--- src/pts_pkg.sv ---
`timescale 1ns / 1ps
// ----------------------------------------------------------------------------
// pts_pkg
// Shared constants, codes and controller/datapath interface types for the
// priority thread slot scheduler.
// ----------------------------------------------------------------------------
package pts_pkg;

    localparam int NUM_SLOTS_DEFAULT = 4;

    localparam int FUNC_W     = 3;
    localparam int PRIO_W     = 2;
    localparam int ADDR_W     = 48;
    localparam int STATUS_W   = 2;
    localparam int SLOT_OUT_W = 2;
    localparam int IN_TDATA_W  = 56;
    localparam int OUT_TDATA_W = 64;

    // operation codes
    localparam logic [FUNC_W-1:0] FUNC_CREATE = 3'd0;
    localparam logic [FUNC_W-1:0] FUNC_YIELD  = 3'd1;
    localparam logic [FUNC_W-1:0] FUNC_EXIT   = 3'd2;
    localparam logic [FUNC_W-1:0] FUNC_SETPRI = 3'd3;
    localparam logic [FUNC_W-1:0] FUNC_START  = 3'd4;

    // result status codes
    localparam logic [STATUS_W-1:0] STATUS_OK      = 2'd0;
    localparam logic [STATUS_W-1:0] STATUS_NO_FREE = 2'd1;
    localparam logic [STATUS_W-1:0] STATUS_NO_RUN  = 2'd2;
    localparam logic [STATUS_W-1:0] STATUS_STARTED = 2'd3;

    // slot states
    localparam logic [1:0] SLOT_FREE     = 2'd0;
    localparam logic [1:0] SLOT_RUNNABLE = 2'd1;
    localparam logic [1:0] SLOT_RUNNING  = 2'd2;

    localparam logic [PRIO_W-1:0] PRIO_HIGH = 2'd2;

    // controller to datapath
    typedef struct packed {
        logic                take_in;
        logic                scan_clear;
        logic                scan_issue;
        logic                commit;
        logic                prio_wr;
        logic                fail;
        logic [STATUS_W-1:0] fail_code;
        logic                load_out;
    } cmd_t;

    // datapath to controller
    typedef struct packed {
        logic [FUNC_W-1:0] func;
        logic              run_ok;
        logic              started;
        logic              scan_last;
        logic              out_free;
    } stat_t;

endpackage

--- src/pts_ram.sv ---
`timescale 1ns / 1ps
// ----------------------------------------------------------------------------
// pts_ram
// Generic single-write, single-read memory with registered read data.
// ----------------------------------------------------------------------------
module pts_ram #(
    parameter int WIDTH = 8,
    parameter int DEPTH = 4
) (
    input  logic                     clk,
    input  logic                     we,
    input  logic [$clog2(DEPTH)-1:0] waddr,
    input  logic [WIDTH-1:0]         wdata,
    input  logic [$clog2(DEPTH)-1:0] raddr,
    output logic [WIDTH-1:0]         rdata
);

    logic [WIDTH-1:0] mem [DEPTH];

    always_ff @(posedge clk)
    begin
        if (we)
        begin
            mem[waddr] <= wdata;
        end
        rdata <= mem[raddr];
    end

endmodule

--- src/pts_ctrl.sv ---
`timescale 1ns / 1ps
// ----------------------------------------------------------------------------
// pts_ctrl
// Sequencer for one scheduler operation: decode, slot scan, commit, readback
// and result hand-off.
// ----------------------------------------------------------------------------
module pts_ctrl (
    input  logic           clk,
    input  logic           rst_n,
    input  logic           s_axis_tvalid,
    output logic           s_axis_tready,
    input  pts_pkg::stat_t stat,
    output pts_pkg::cmd_t  cmd
);

    localparam logic [3:0] S_IDLE   = 4'd0;
    localparam logic [3:0] S_CHECK  = 4'd1;
    localparam logic [3:0] S_SCAN   = 4'd2;
    localparam logic [3:0] S_DRAIN  = 4'd3;
    localparam logic [3:0] S_COMMIT = 4'd4;
    localparam logic [3:0] S_PRD    = 4'd5;
    localparam logic [3:0] S_PWR    = 4'd6;
    localparam logic [3:0] S_FIN    = 4'd7;
    localparam logic [3:0] S_OUT    = 4'd8;

    logic [3:0] state_reg;
    logic [3:0] state_next;

    assign s_axis_tready = (state_reg == S_IDLE);

    always_comb
    begin
        state_next    = state_reg;
        cmd           = '0;
        cmd.fail_code = pts_pkg::STATUS_OK;
        unique case (state_reg)
            S_IDLE:
            begin
                if (s_axis_tvalid)
                begin
                    cmd.take_in = 1'b1;
                    state_next  = S_CHECK;
                end
            end
            S_CHECK:
            begin
                cmd.scan_clear = 1'b1;
                unique case (stat.func)
                    pts_pkg::FUNC_CREATE:
                    begin
                        state_next = S_SCAN;
                    end
                    pts_pkg::FUNC_YIELD, pts_pkg::FUNC_EXIT:
                    begin
                        if (stat.run_ok)
                        begin
                            state_next = S_SCAN;
                        end
                        else
                        begin
                            cmd.fail      = 1'b1;
                            cmd.fail_code = pts_pkg::STATUS_NO_RUN;
                            state_next    = S_FIN;
                        end
                    end
                    pts_pkg::FUNC_SETPRI:
                    begin
                        if (stat.run_ok)
                        begin
                            state_next = S_PRD;
                        end
                        else
                        begin
                            cmd.fail      = 1'b1;
                            cmd.fail_code = pts_pkg::STATUS_NO_RUN;
                            state_next    = S_FIN;
                        end
                    end
                    pts_pkg::FUNC_START:
                    begin
                        if (stat.started)
                        begin
                            cmd.fail      = 1'b1;
                            cmd.fail_code = pts_pkg::STATUS_STARTED;
                            state_next    = S_FIN;
                        end
                        else
                        begin
                            state_next = S_SCAN;
                        end
                    end
                    default:
                    begin
                        state_next = S_FIN;
                    end
                endcase
            end
            S_SCAN:
            begin
                cmd.scan_issue = 1'b1;
                if (stat.scan_last)
                begin
                    state_next = S_DRAIN;
                end
            end
            S_DRAIN:
            begin
                state_next = S_COMMIT;
            end
            S_COMMIT:
            begin
                cmd.commit = 1'b1;
                state_next = S_FIN;
            end
            S_PRD:
            begin
                state_next = S_PWR;
            end
            S_PWR:
            begin
                cmd.prio_wr = 1'b1;
                state_next  = S_FIN;
            end
            S_FIN:
            begin
                state_next = S_OUT;
            end
            S_OUT:
            begin
                // hold until the output register can take the item
                if (stat.out_free)
                begin
                    cmd.load_out = 1'b1;
                    state_next   = S_IDLE;
                end
            end
            default:
            begin
                state_next = S_IDLE;
            end
        endcase
    end

    always_ff @(posedge clk or negedge rst_n)
    begin
        if (!rst_n)
        begin
            state_reg <= S_IDLE;
        end
        else
        begin
            state_reg <= state_next;
        end
    end

endmodule

--- src/pts_dp.sv ---
`timescale 1ns / 1ps
// ----------------------------------------------------------------------------
// pts_dp
// Slot table, priority and entry memories, sequential best-slot scan and the
// result register.
// ----------------------------------------------------------------------------
module pts_dp #(
    parameter int NUM_SLOTS = pts_pkg::NUM_SLOTS_DEFAULT
) (
    input  logic                             clk,
    input  logic                             rst_n,
    input  logic [pts_pkg::IN_TDATA_W-1:0]   s_axis_tdata,
    input  logic [pts_pkg::FUNC_W-1:0]       s_axis_tuser,
    output logic                             m_axis_tvalid,
    input  logic                             m_axis_tready,
    output logic [pts_pkg::OUT_TDATA_W-1:0]  m_axis_tdata,
    input  pts_pkg::cmd_t                    cmd,
    output pts_pkg::stat_t                   stat
);

    localparam int SW = $clog2(NUM_SLOTS);
    localparam int PW = pts_pkg::PRIO_W;
    localparam int AW = pts_pkg::ADDR_W;

    // latched operation
    logic [pts_pkg::FUNC_W-1:0] func_reg;
    logic [PW-1:0]              prio_reg;
    logic [AW-1:0]              addr_reg;
    logic [PW-1:0]              prio_sat;

    // scheduler state
    logic [1:0]    slot_state_reg [NUM_SLOTS];
    logic [1:0]    slot_state_next [NUM_SLOTS];
    logic [SW-1:0] run_reg;
    logic [SW-1:0] run_next;
    logic          started_reg;
    logic          started_next;

    // scan
    logic [SW-1:0] idx_reg;
    logic          cand_v_reg;
    logic          cand_hit_reg;
    logic [SW-1:0] cand_idx_reg;
    logic          best_v_reg;
    logic [SW-1:0] best_idx_reg;
    logic [PW-1:0] best_prio_reg;
    logic          is_create;
    logic          cand_hit;
    logic          best_take;

    // per-item result
    logic [pts_pkg::STATUS_W-1:0] status_reg;
    logic [pts_pkg::STATUS_W-1:0] status_next;
    logic                         switched_reg;
    logic                         switched_next;
    logic [PW-1:0]                old_prio_reg;
    logic                         out_valid_reg;
    logic [pts_pkg::OUT_TDATA_W-1:0] out_data_reg;

    // memories
    logic          prio_we;
    logic [SW-1:0] prio_waddr;
    logic [SW-1:0] prio_raddr;
    logic [PW-1:0] prio_rdata;
    logic          entry_we;
    logic [AW-1:0] entry_rdata;

    logic          run_ok;
    logic [SW+1:0] slot_ext;
    logic [SW-1:0] slot_sel;
    logic [PW-1:0] cur_prio;
    logic [AW-1:0] run_addr;

    assign prio_sat  = (s_axis_tdata[PW-1:0] > pts_pkg::PRIO_HIGH) ? pts_pkg::PRIO_HIGH
                                                                  : s_axis_tdata[PW-1:0];
    assign is_create = (func_reg == pts_pkg::FUNC_CREATE);
    assign run_ok    = started_reg && (slot_state_reg[run_reg] == pts_pkg::SLOT_RUNNING);

    assign cand_hit  = is_create ? (slot_state_reg[idx_reg] == pts_pkg::SLOT_FREE)
                                 : (slot_state_reg[idx_reg] == pts_pkg::SLOT_RUNNABLE);
    // first hit wins for create, strictly higher priority wins otherwise
    assign best_take = cand_v_reg && cand_hit_reg &&
                       (!best_v_reg || (!is_create && (prio_rdata > best_prio_reg)));

    assign stat.func      = func_reg;
    assign stat.run_ok    = run_ok;
    assign stat.started   = started_reg;
    assign stat.scan_last = (idx_reg == SW'(NUM_SLOTS - 1));
    assign stat.out_free  = !out_valid_reg || m_axis_tready;

    // memory ports
    assign entry_we   = cmd.commit && is_create && best_v_reg;
    assign prio_we    = entry_we || cmd.prio_wr;
    assign prio_waddr = cmd.prio_wr ? run_reg : best_idx_reg;
    assign prio_raddr = cmd.scan_issue ? idx_reg : run_reg;

    pts_ram #(
        .WIDTH (PW),
        .DEPTH (NUM_SLOTS)
    ) u_prio_ram (
        .clk   (clk),
        .we    (prio_we),
        .waddr (prio_waddr),
        .wdata (prio_reg),
        .raddr (prio_raddr),
        .rdata (prio_rdata)
    );

    pts_ram #(
        .WIDTH (AW),
        .DEPTH (NUM_SLOTS)
    ) u_entry_ram (
        .clk   (clk),
        .we    (entry_we),
        .waddr (best_idx_reg),
        .wdata (addr_reg),
        .raddr (run_reg),
        .rdata (entry_rdata)
    );

    // commit of the scan outcome
    always_comb
    begin
        slot_state_next = slot_state_reg;
        run_next        = run_reg;
        started_next    = started_reg;
        status_next     = status_reg;
        switched_next   = switched_reg;
        if (cmd.take_in)
        begin
            status_next   = pts_pkg::STATUS_OK;
            switched_next = 1'b0;
        end
        else if (cmd.fail)
        begin
            status_next = cmd.fail_code;
        end
        else if (cmd.commit)
        begin
            unique case (func_reg)
                pts_pkg::FUNC_CREATE:
                begin
                    if (best_v_reg)
                    begin
                        slot_state_next[best_idx_reg] = pts_pkg::SLOT_RUNNABLE;
                    end
                    else
                    begin
                        status_next = pts_pkg::STATUS_NO_FREE;
                    end
                end
                pts_pkg::FUNC_YIELD:
                begin
                    if (best_v_reg)
                    begin
                        slot_state_next[run_reg]      = pts_pkg::SLOT_RUNNABLE;
                        slot_state_next[best_idx_reg] = pts_pkg::SLOT_RUNNING;
                        run_next                      = best_idx_reg;
                        switched_next                 = 1'b1;
                    end
                end
                pts_pkg::FUNC_EXIT, pts_pkg::FUNC_START:
                begin
                    if (func_reg == pts_pkg::FUNC_EXIT)
                    begin
                        slot_state_next[run_reg] = pts_pkg::SLOT_FREE;
                    end
                    else
                    begin
                        started_next = 1'b1;
                    end
                    if (best_v_reg)
                    begin
                        slot_state_next[best_idx_reg] = pts_pkg::SLOT_RUNNING;
                        run_next                      = best_idx_reg;
                        switched_next                 = 1'b1;
                    end
                    else
                    begin
                        status_next = pts_pkg::STATUS_NO_RUN;
                    end
                end
                default:
                begin
                end
            endcase
        end
    end

    // control state
    always_ff @(posedge clk or negedge rst_n)
    begin
        if (!rst_n)
        begin
            for (int i = 0; i < NUM_SLOTS; i++)
            begin
                slot_state_reg[i] <= pts_pkg::SLOT_FREE;
            end
            run_reg       <= '0;
            started_reg   <= 1'b0;
            idx_reg       <= '0;
            cand_v_reg    <= 1'b0;
            best_v_reg    <= 1'b0;
            out_valid_reg <= 1'b0;
        end
        else
        begin
            slot_state_reg <= slot_state_next;
            run_reg        <= run_next;
            started_reg    <= started_next;
            cand_v_reg     <= cmd.scan_issue;
            if (cmd.scan_clear)
            begin
                idx_reg    <= '0;
                best_v_reg <= 1'b0;
            end
            else
            begin
                if (cmd.scan_issue)
                begin
                    idx_reg <= idx_reg + SW'(1);
                end
                if (best_take)
                begin
                    best_v_reg <= 1'b1;
                end
            end
            if (cmd.load_out)
            begin
                out_valid_reg <= 1'b1;
            end
            else if (m_axis_tready)
            begin
                out_valid_reg <= 1'b0;
            end
        end
    end

    // result fields of the slot now running
    assign slot_sel = is_create ? (best_v_reg ? best_idx_reg : '0)
                                : (run_ok ? run_reg : '0);
    assign slot_ext = {2'b00, slot_sel};
    assign cur_prio = run_ok ? prio_rdata : '0;
    assign run_addr = run_ok ? entry_rdata : '0;

    // payload
    always_ff @(posedge clk)
    begin
        status_reg   <= status_next;
        switched_reg <= switched_next;
        cand_hit_reg <= cand_hit;
        cand_idx_reg <= idx_reg;
        if (cmd.take_in)
        begin
            func_reg     <= s_axis_tuser;
            prio_reg     <= prio_sat;
            addr_reg     <= s_axis_tdata[PW +: AW];
            old_prio_reg <= '0;
        end
        if (cmd.prio_wr)
        begin
            old_prio_reg <= prio_rdata;
        end
        if (best_take && !cmd.scan_clear)
        begin
            best_idx_reg  <= cand_idx_reg;
            best_prio_reg <= prio_rdata;
        end
        if (cmd.load_out)
        begin
            out_data_reg <= {7'd0, cur_prio, old_prio_reg, run_addr, switched_reg,
                             slot_ext[1:0], status_reg};
        end
    end

    assign m_axis_tvalid = out_valid_reg;
    assign m_axis_tdata  = out_data_reg;

endmodule

--- src/priority_thread_slot_scheduler.sv ---
`timescale 1ns / 1ps
// ----------------------------------------------------------------------------
// priority_thread_slot_scheduler
// Fixed-priority scheduler over a table of thread slots.
// ----------------------------------------------------------------------------
// Usage:
//   One request item enters on the s_axis channel (operation in tuser,
//   priority and entry address in tdata) and produces exactly one result
//   item on the m_axis channel.
//   Create, yield, exit and start scan the slot table one slot per cycle
//   through the priority memory read port, then commit. Set priority
//   reads the running slot's priority and then writes it; a request
//   that fails at once or an unused code goes straight to the final step.
//   A new item is accepted in the cycle after the previous result is
//   loaded, so the block takes no new item before it is through with
//   the last one.
//   Reset empties the table (all slots free), clears the running slot and
//   the started flag, and drops any result not yet taken.
//   The result sits in an output register; a stalled receiver holds it,
//   and the block takes and processes the next item meanwhile, then waits
//   in its final step until the register is free.
// ----------------------------------------------------------------------------
module priority_thread_slot_scheduler #(
    parameter int NUM_SLOTS = pts_pkg::NUM_SLOTS_DEFAULT
) (
    input  logic                            clk,
    input  logic                            rst_n,
    input  logic                            s_axis_tvalid,
    output logic                            s_axis_tready,
    // prio_in[1:0], entry_address[49:2], zero [55:50]
    input  logic [pts_pkg::IN_TDATA_W-1:0]  s_axis_tdata,
    // func[2:0]
    input  logic [pts_pkg::FUNC_W-1:0]      s_axis_tuser,
    output logic                            m_axis_tvalid,
    input  logic                            m_axis_tready,
    // status[1:0], slot_index[3:2], switched[4], run_address[52:5],
    // old_priority[54:53], current_priority[56:55], zero [63:57]
    output logic [pts_pkg::OUT_TDATA_W-1:0] m_axis_tdata
);

    pts_pkg::cmd_t  cmd;
    pts_pkg::stat_t stat;

    pts_ctrl u_ctrl (
        .clk           (clk),
        .rst_n         (rst_n),
        .s_axis_tvalid (s_axis_tvalid),
        .s_axis_tready (s_axis_tready),
        .stat          (stat),
        .cmd           (cmd)
    );

    pts_dp #(
        .NUM_SLOTS (NUM_SLOTS)
    ) u_dp (
        .clk           (clk),
        .rst_n         (rst_n),
        .s_axis_tdata  (s_axis_tdata),
        .s_axis_tuser  (s_axis_tuser),
        .m_axis_tvalid (m_axis_tvalid),
        .m_axis_tready (m_axis_tready),
        .m_axis_tdata  (m_axis_tdata),
        .cmd           (cmd),
        .stat          (stat)
    );

endmodule
--- config.mk ---
export PLATFORM = sky130hd
export DESIGN_NAME = priority_thread_slot_scheduler
export DESIGN_NICKNAME = d
export VERILOG_FILES = /design/src/pts_pkg.sv /design/src/pts_ram.sv /design/src/pts_ctrl.sv /design/src/pts_dp.sv /design/src/priority_thread_slot_scheduler.sv
export SDC_FILE = /design/constraint.sdc
export NUM_CORES = 1
export LEC_CHECK = 0
export BUFFER_PORTS_ARGS = -buffer_cell sky130_fd_sc_hd__buf_2
export CAP_MARGIN = 20
export CORE_MARGIN = 3
export CORE_UTILIZATION = 60
export CTS_CLUSTER_SIZE = 24
export DETAILED_ROUTE_END_ITERATION = 12
export HOLD_SLACK_MARGIN = 0.15
export PLACE_DENSITY = 0.81
export SYNTH_ARGS = -nofsm -noshare
export SYNTH_HDL_FRONTEND = slang
export SYNTH_HIERARCHICAL = 1
export SYNTH_SLANG_ARGS = --single-unit
--- constraint.sdc ---
create_clock -name clk -period 16.1 [get_ports clk]
set_input_delay 1.61 -clock clk [delete_from_list [all_inputs] [get_ports clk]]
set_output_delay 1.61 -clock clk [all_outputs]
set_load 0.03 [all_outputs]
==> qor.yml <==
run_status:
  status: "completed"
global_routing:
  grtUsageTotal: 0.200
  grt_antenna_before_repair: 0
  grt_max_degree: 59
  grt_first_pass_wirelength_mm: 39.5
  grt_overflow_total: 0
  grt_pass1_vias: 7245
setup_path:
  rr_worst_depth: 9
  reg2reg_slack_ns: 12.54
  crit_fanout: 29
  critical_path_class: "reg -> reg"
  arrival_ns: 3.96
  crit_required_ns: 16.50
  reg2reg_from: "u_dp/run_reg[0]$_DFFE_PN0P_"
  endpoint_kind: "flip-flop"
  r2r-end: "u_dp/slot_state_reg[1]$_DFFE_PN0P_"
  cp-start-kind: "flip-flop"
floorplanning:
  ios: 129
  core_mm2: 0.0228
  start_util: 0.615
  rows: 55
  die_h_um: 159
  die_area_mm2: 0.0253
  die_w_um: 159
power_and_ir_drop:
  power_frac_seq: 0.524
  intPower_uw: 1870
  sw_frac_of_total: 0.247
  p_sw_uw: 616
  power_density_mw_per_mm2: 155
  vdd_drop_max_mv: 0.114
  leakage_uw: 0.00565
  clockPowerShare: 0.340
  combPwrFrac: 0.137
drt:
  wirelength_mm: 25.1
  first_iter_violations: 635
  num_vias: 6855
  wl_per_cell_um: 21.2
  drtPass1Iterations: 6
  post-route-drc-count: 0
  ant_nets: 0
  vias_per_cell: 5.79
hold_path:
  hold_path_end: "u_dp/best_idx_reg[0]$_DFFE_PP_"
  min_path_type: "reg -> reg"
  worstHoldStart: "u_dp/cand_idx_reg[0]$_DFF_P_"
  worstHoldPathCells: 0
sta:
  clock-skew-final_ns: 0.0201
  post-route-period-util: 0.221
  worstMarginPinSlew_ns: 0.936
  fin_crit_ns: 3.56
  fmax_mhz: 281
  setup_violations: 0
  slew_headroom: 0.376
  rsz0062_at_grt: "false"
  final_max_slew_viol_count: 0
  finalHoldViolCount: 0
  timing.setup.tns_ns: 0
layout:
  seqCellArea_mm2: 0.0111
  largest_register_ffs: 192
  diodes: 0
  multi_input_area_mm2: 0.00268
  finalNonFillerCells: 1184
  top_register: "u_dp/u_entry_ram/mem"
  final_util: 0.705
  layout-drive-gt1-share: 0.295
  nets: 909
  areaGrowthSynthToFinish_pct: 14.6
  fillers: 1400
logic_synthesis:
  synth_most_common_cell: "edfxtp_1"
  synth-seq-cells: 392
  ys_types: 62
  ys.flop_type: "edfxtp_1"
  yosysWarnings: 6
  yosys-top-cells-count: "edfxtp_1, and2_1, dfxtp_1"
  synth-edff-count: 316
  synthMuxAreaShare: 0.0891
  synth_top_area_frac: 0.675
  synth_cells: 714
  syn_avg_cell_area_um2: 19.7
  synth_xor_area_frac: 0.00240
  ys_seq_area_frac: 0.791
  synthSimpleGateAreaFrac: 0.0628
  synth_compound_area_frac: 0.0306
  synth_fa_ha_area_frac: 0.00267
  async_flop_share: 0.0510
  netlist_area_mm2: 0.0141
  synth_top_family_by_area: "multiplexers"
  synth_top_cell_by_area: "edfxtp_1"
  ys_top_cells_by_area: "edfxtp_1, mux4_2, dfxtp_1"
cts:
  clk_pin_slew_worst_paths_ns: 0.07
  clockBufferDepth: 3
  ctsResizeCount: 0
  ctsHtreeMaxLevel: 2
  clock-sinks: 392
  clk_latency_ns: 0.52
  postCtsHoldBufs: 0
  postCtsSetupBuffers: 0
  cts_tree: "done"
  cts_buffers: 38
  cts-root-buf: "clkbuf_16"
place:
  dp.final_hpwl_mm: 13.8
  gp_congestion: 0.775
  placed_cells: 1115
  numPortBuffers: 115
flow_run:
  cap_violations: 0
power by group through the flow:
stage	Clock (uW)	Combinational [uW]	Sequential (uW)
5_1_grt	902	370	1320
3_3_place_gp	0	297	1330
2_1_floorplan	0	287	1290
6_report	846	340	1300
4_1_cts	863	338	1300
3_5_place_dp	0	334	1320
worst max-delay path: stages, from the launching register on:
cell     delay (ns)
dfrtp_4        0.76
inv_1          0.16
nor3b_1        0.26
o311a_2        0.62
nor3_1         0.11
o21a_1         0.27
nor3b_2        0.45
o21a_1         0.41
nand3_1        0.17
a21o_1         0.23
stage by stage:
stage	area (um^2)	hold WS, ns	setup WS [ns]	power [uW]
floorplan	14100	0.386	10.86	1570
global placement	14900	0.391	11.90	1630
detailed placement	14900	0.389	12.33	1660
CTS	16100	0.408	12.30	2500
global route	16100	0.413	12.35	2590
finish	16100	0.416	12.54	2490
routing by layer:
layer  up-vias  wire length, um  global-route usage  share of wire
li1       3022                -                   -              -
met1      3439             9540               0.249           0.38
met2       321            13100               0.350           0.52
met3        73             1780              0.0434          0.071
met4         0              736              0.0724          0.029
met5         -                0                   0              0
layout by cell type (no fill, tap or decap), types with 11 or more instances in the layout:
cell type,count
edfxtp_1,316
buf_2,115
and2_1,56
dfxtp_1,56
mux4_2,50
clkbuf_16,38
nor2_1,19
dfrtp_1,18
o21ai_0,15
nand2_1,12
clkbuf_1,11
kinds of logic after synthesis:
logic type	after synthesis
XOR/XNOR	3
other	1
AO/OA/AOI/OAI	61
flip-flops	392
multiplexers	58
adder cells (fa/ha/maj)	3
buffers and inverters	51
AND/OR/NAND/NOR	145
worst max path at each step:
stage | start | to | slack (ns) | depth (start not counted)
4_1_cts | u_dp/run_reg[0]$_DFFE_PN0P_ | u_dp/slot_state_reg[1]$_DFFE_PN0P_ | 12.30 | 9
2_1_floorplan | u_dp/func_reg[1]$_DFFE_PP_ | u_dp/u_entry_ram/mem[0][0]$_DFFE_PP_ | 10.86 | 4
6_report | u_dp/run_reg[0]$_DFFE_PN0P_ | u_dp/slot_state_reg[1]$_DFFE_PN0P_ | 12.54 | 9
3_3_place_gp | u_dp/run_reg[0]$_DFFE_PN0P_ | u_dp/slot_state_reg[0]$_DFFE_PN0P_ | 11.90 | 9
3_5_place_dp | u_dp/run_reg[0]$_DFFE_PN0P_ | u_dp/slot_state_reg[3]$_DFFE_PN0P_ | 12.33 | 9
5_1_grt | u_dp/run_reg[0]$_DFFE_PN0P_ | u_dp/slot_state_reg[0]$_DFFE_PN0P_ | 12.35 | 9
area by class of cell:
type	count	share of cell area
Sequential cell	392	0.690
Multi-Input combinational cell	277	0.167
Clock buffer	49	0.0616
Timing Repair Buffer	124	0.0424
Tap cell	313	0.0243
Clock inverter	19	0.0124
Inverter	10	0.00233
(Power assumes the default switching activity.)
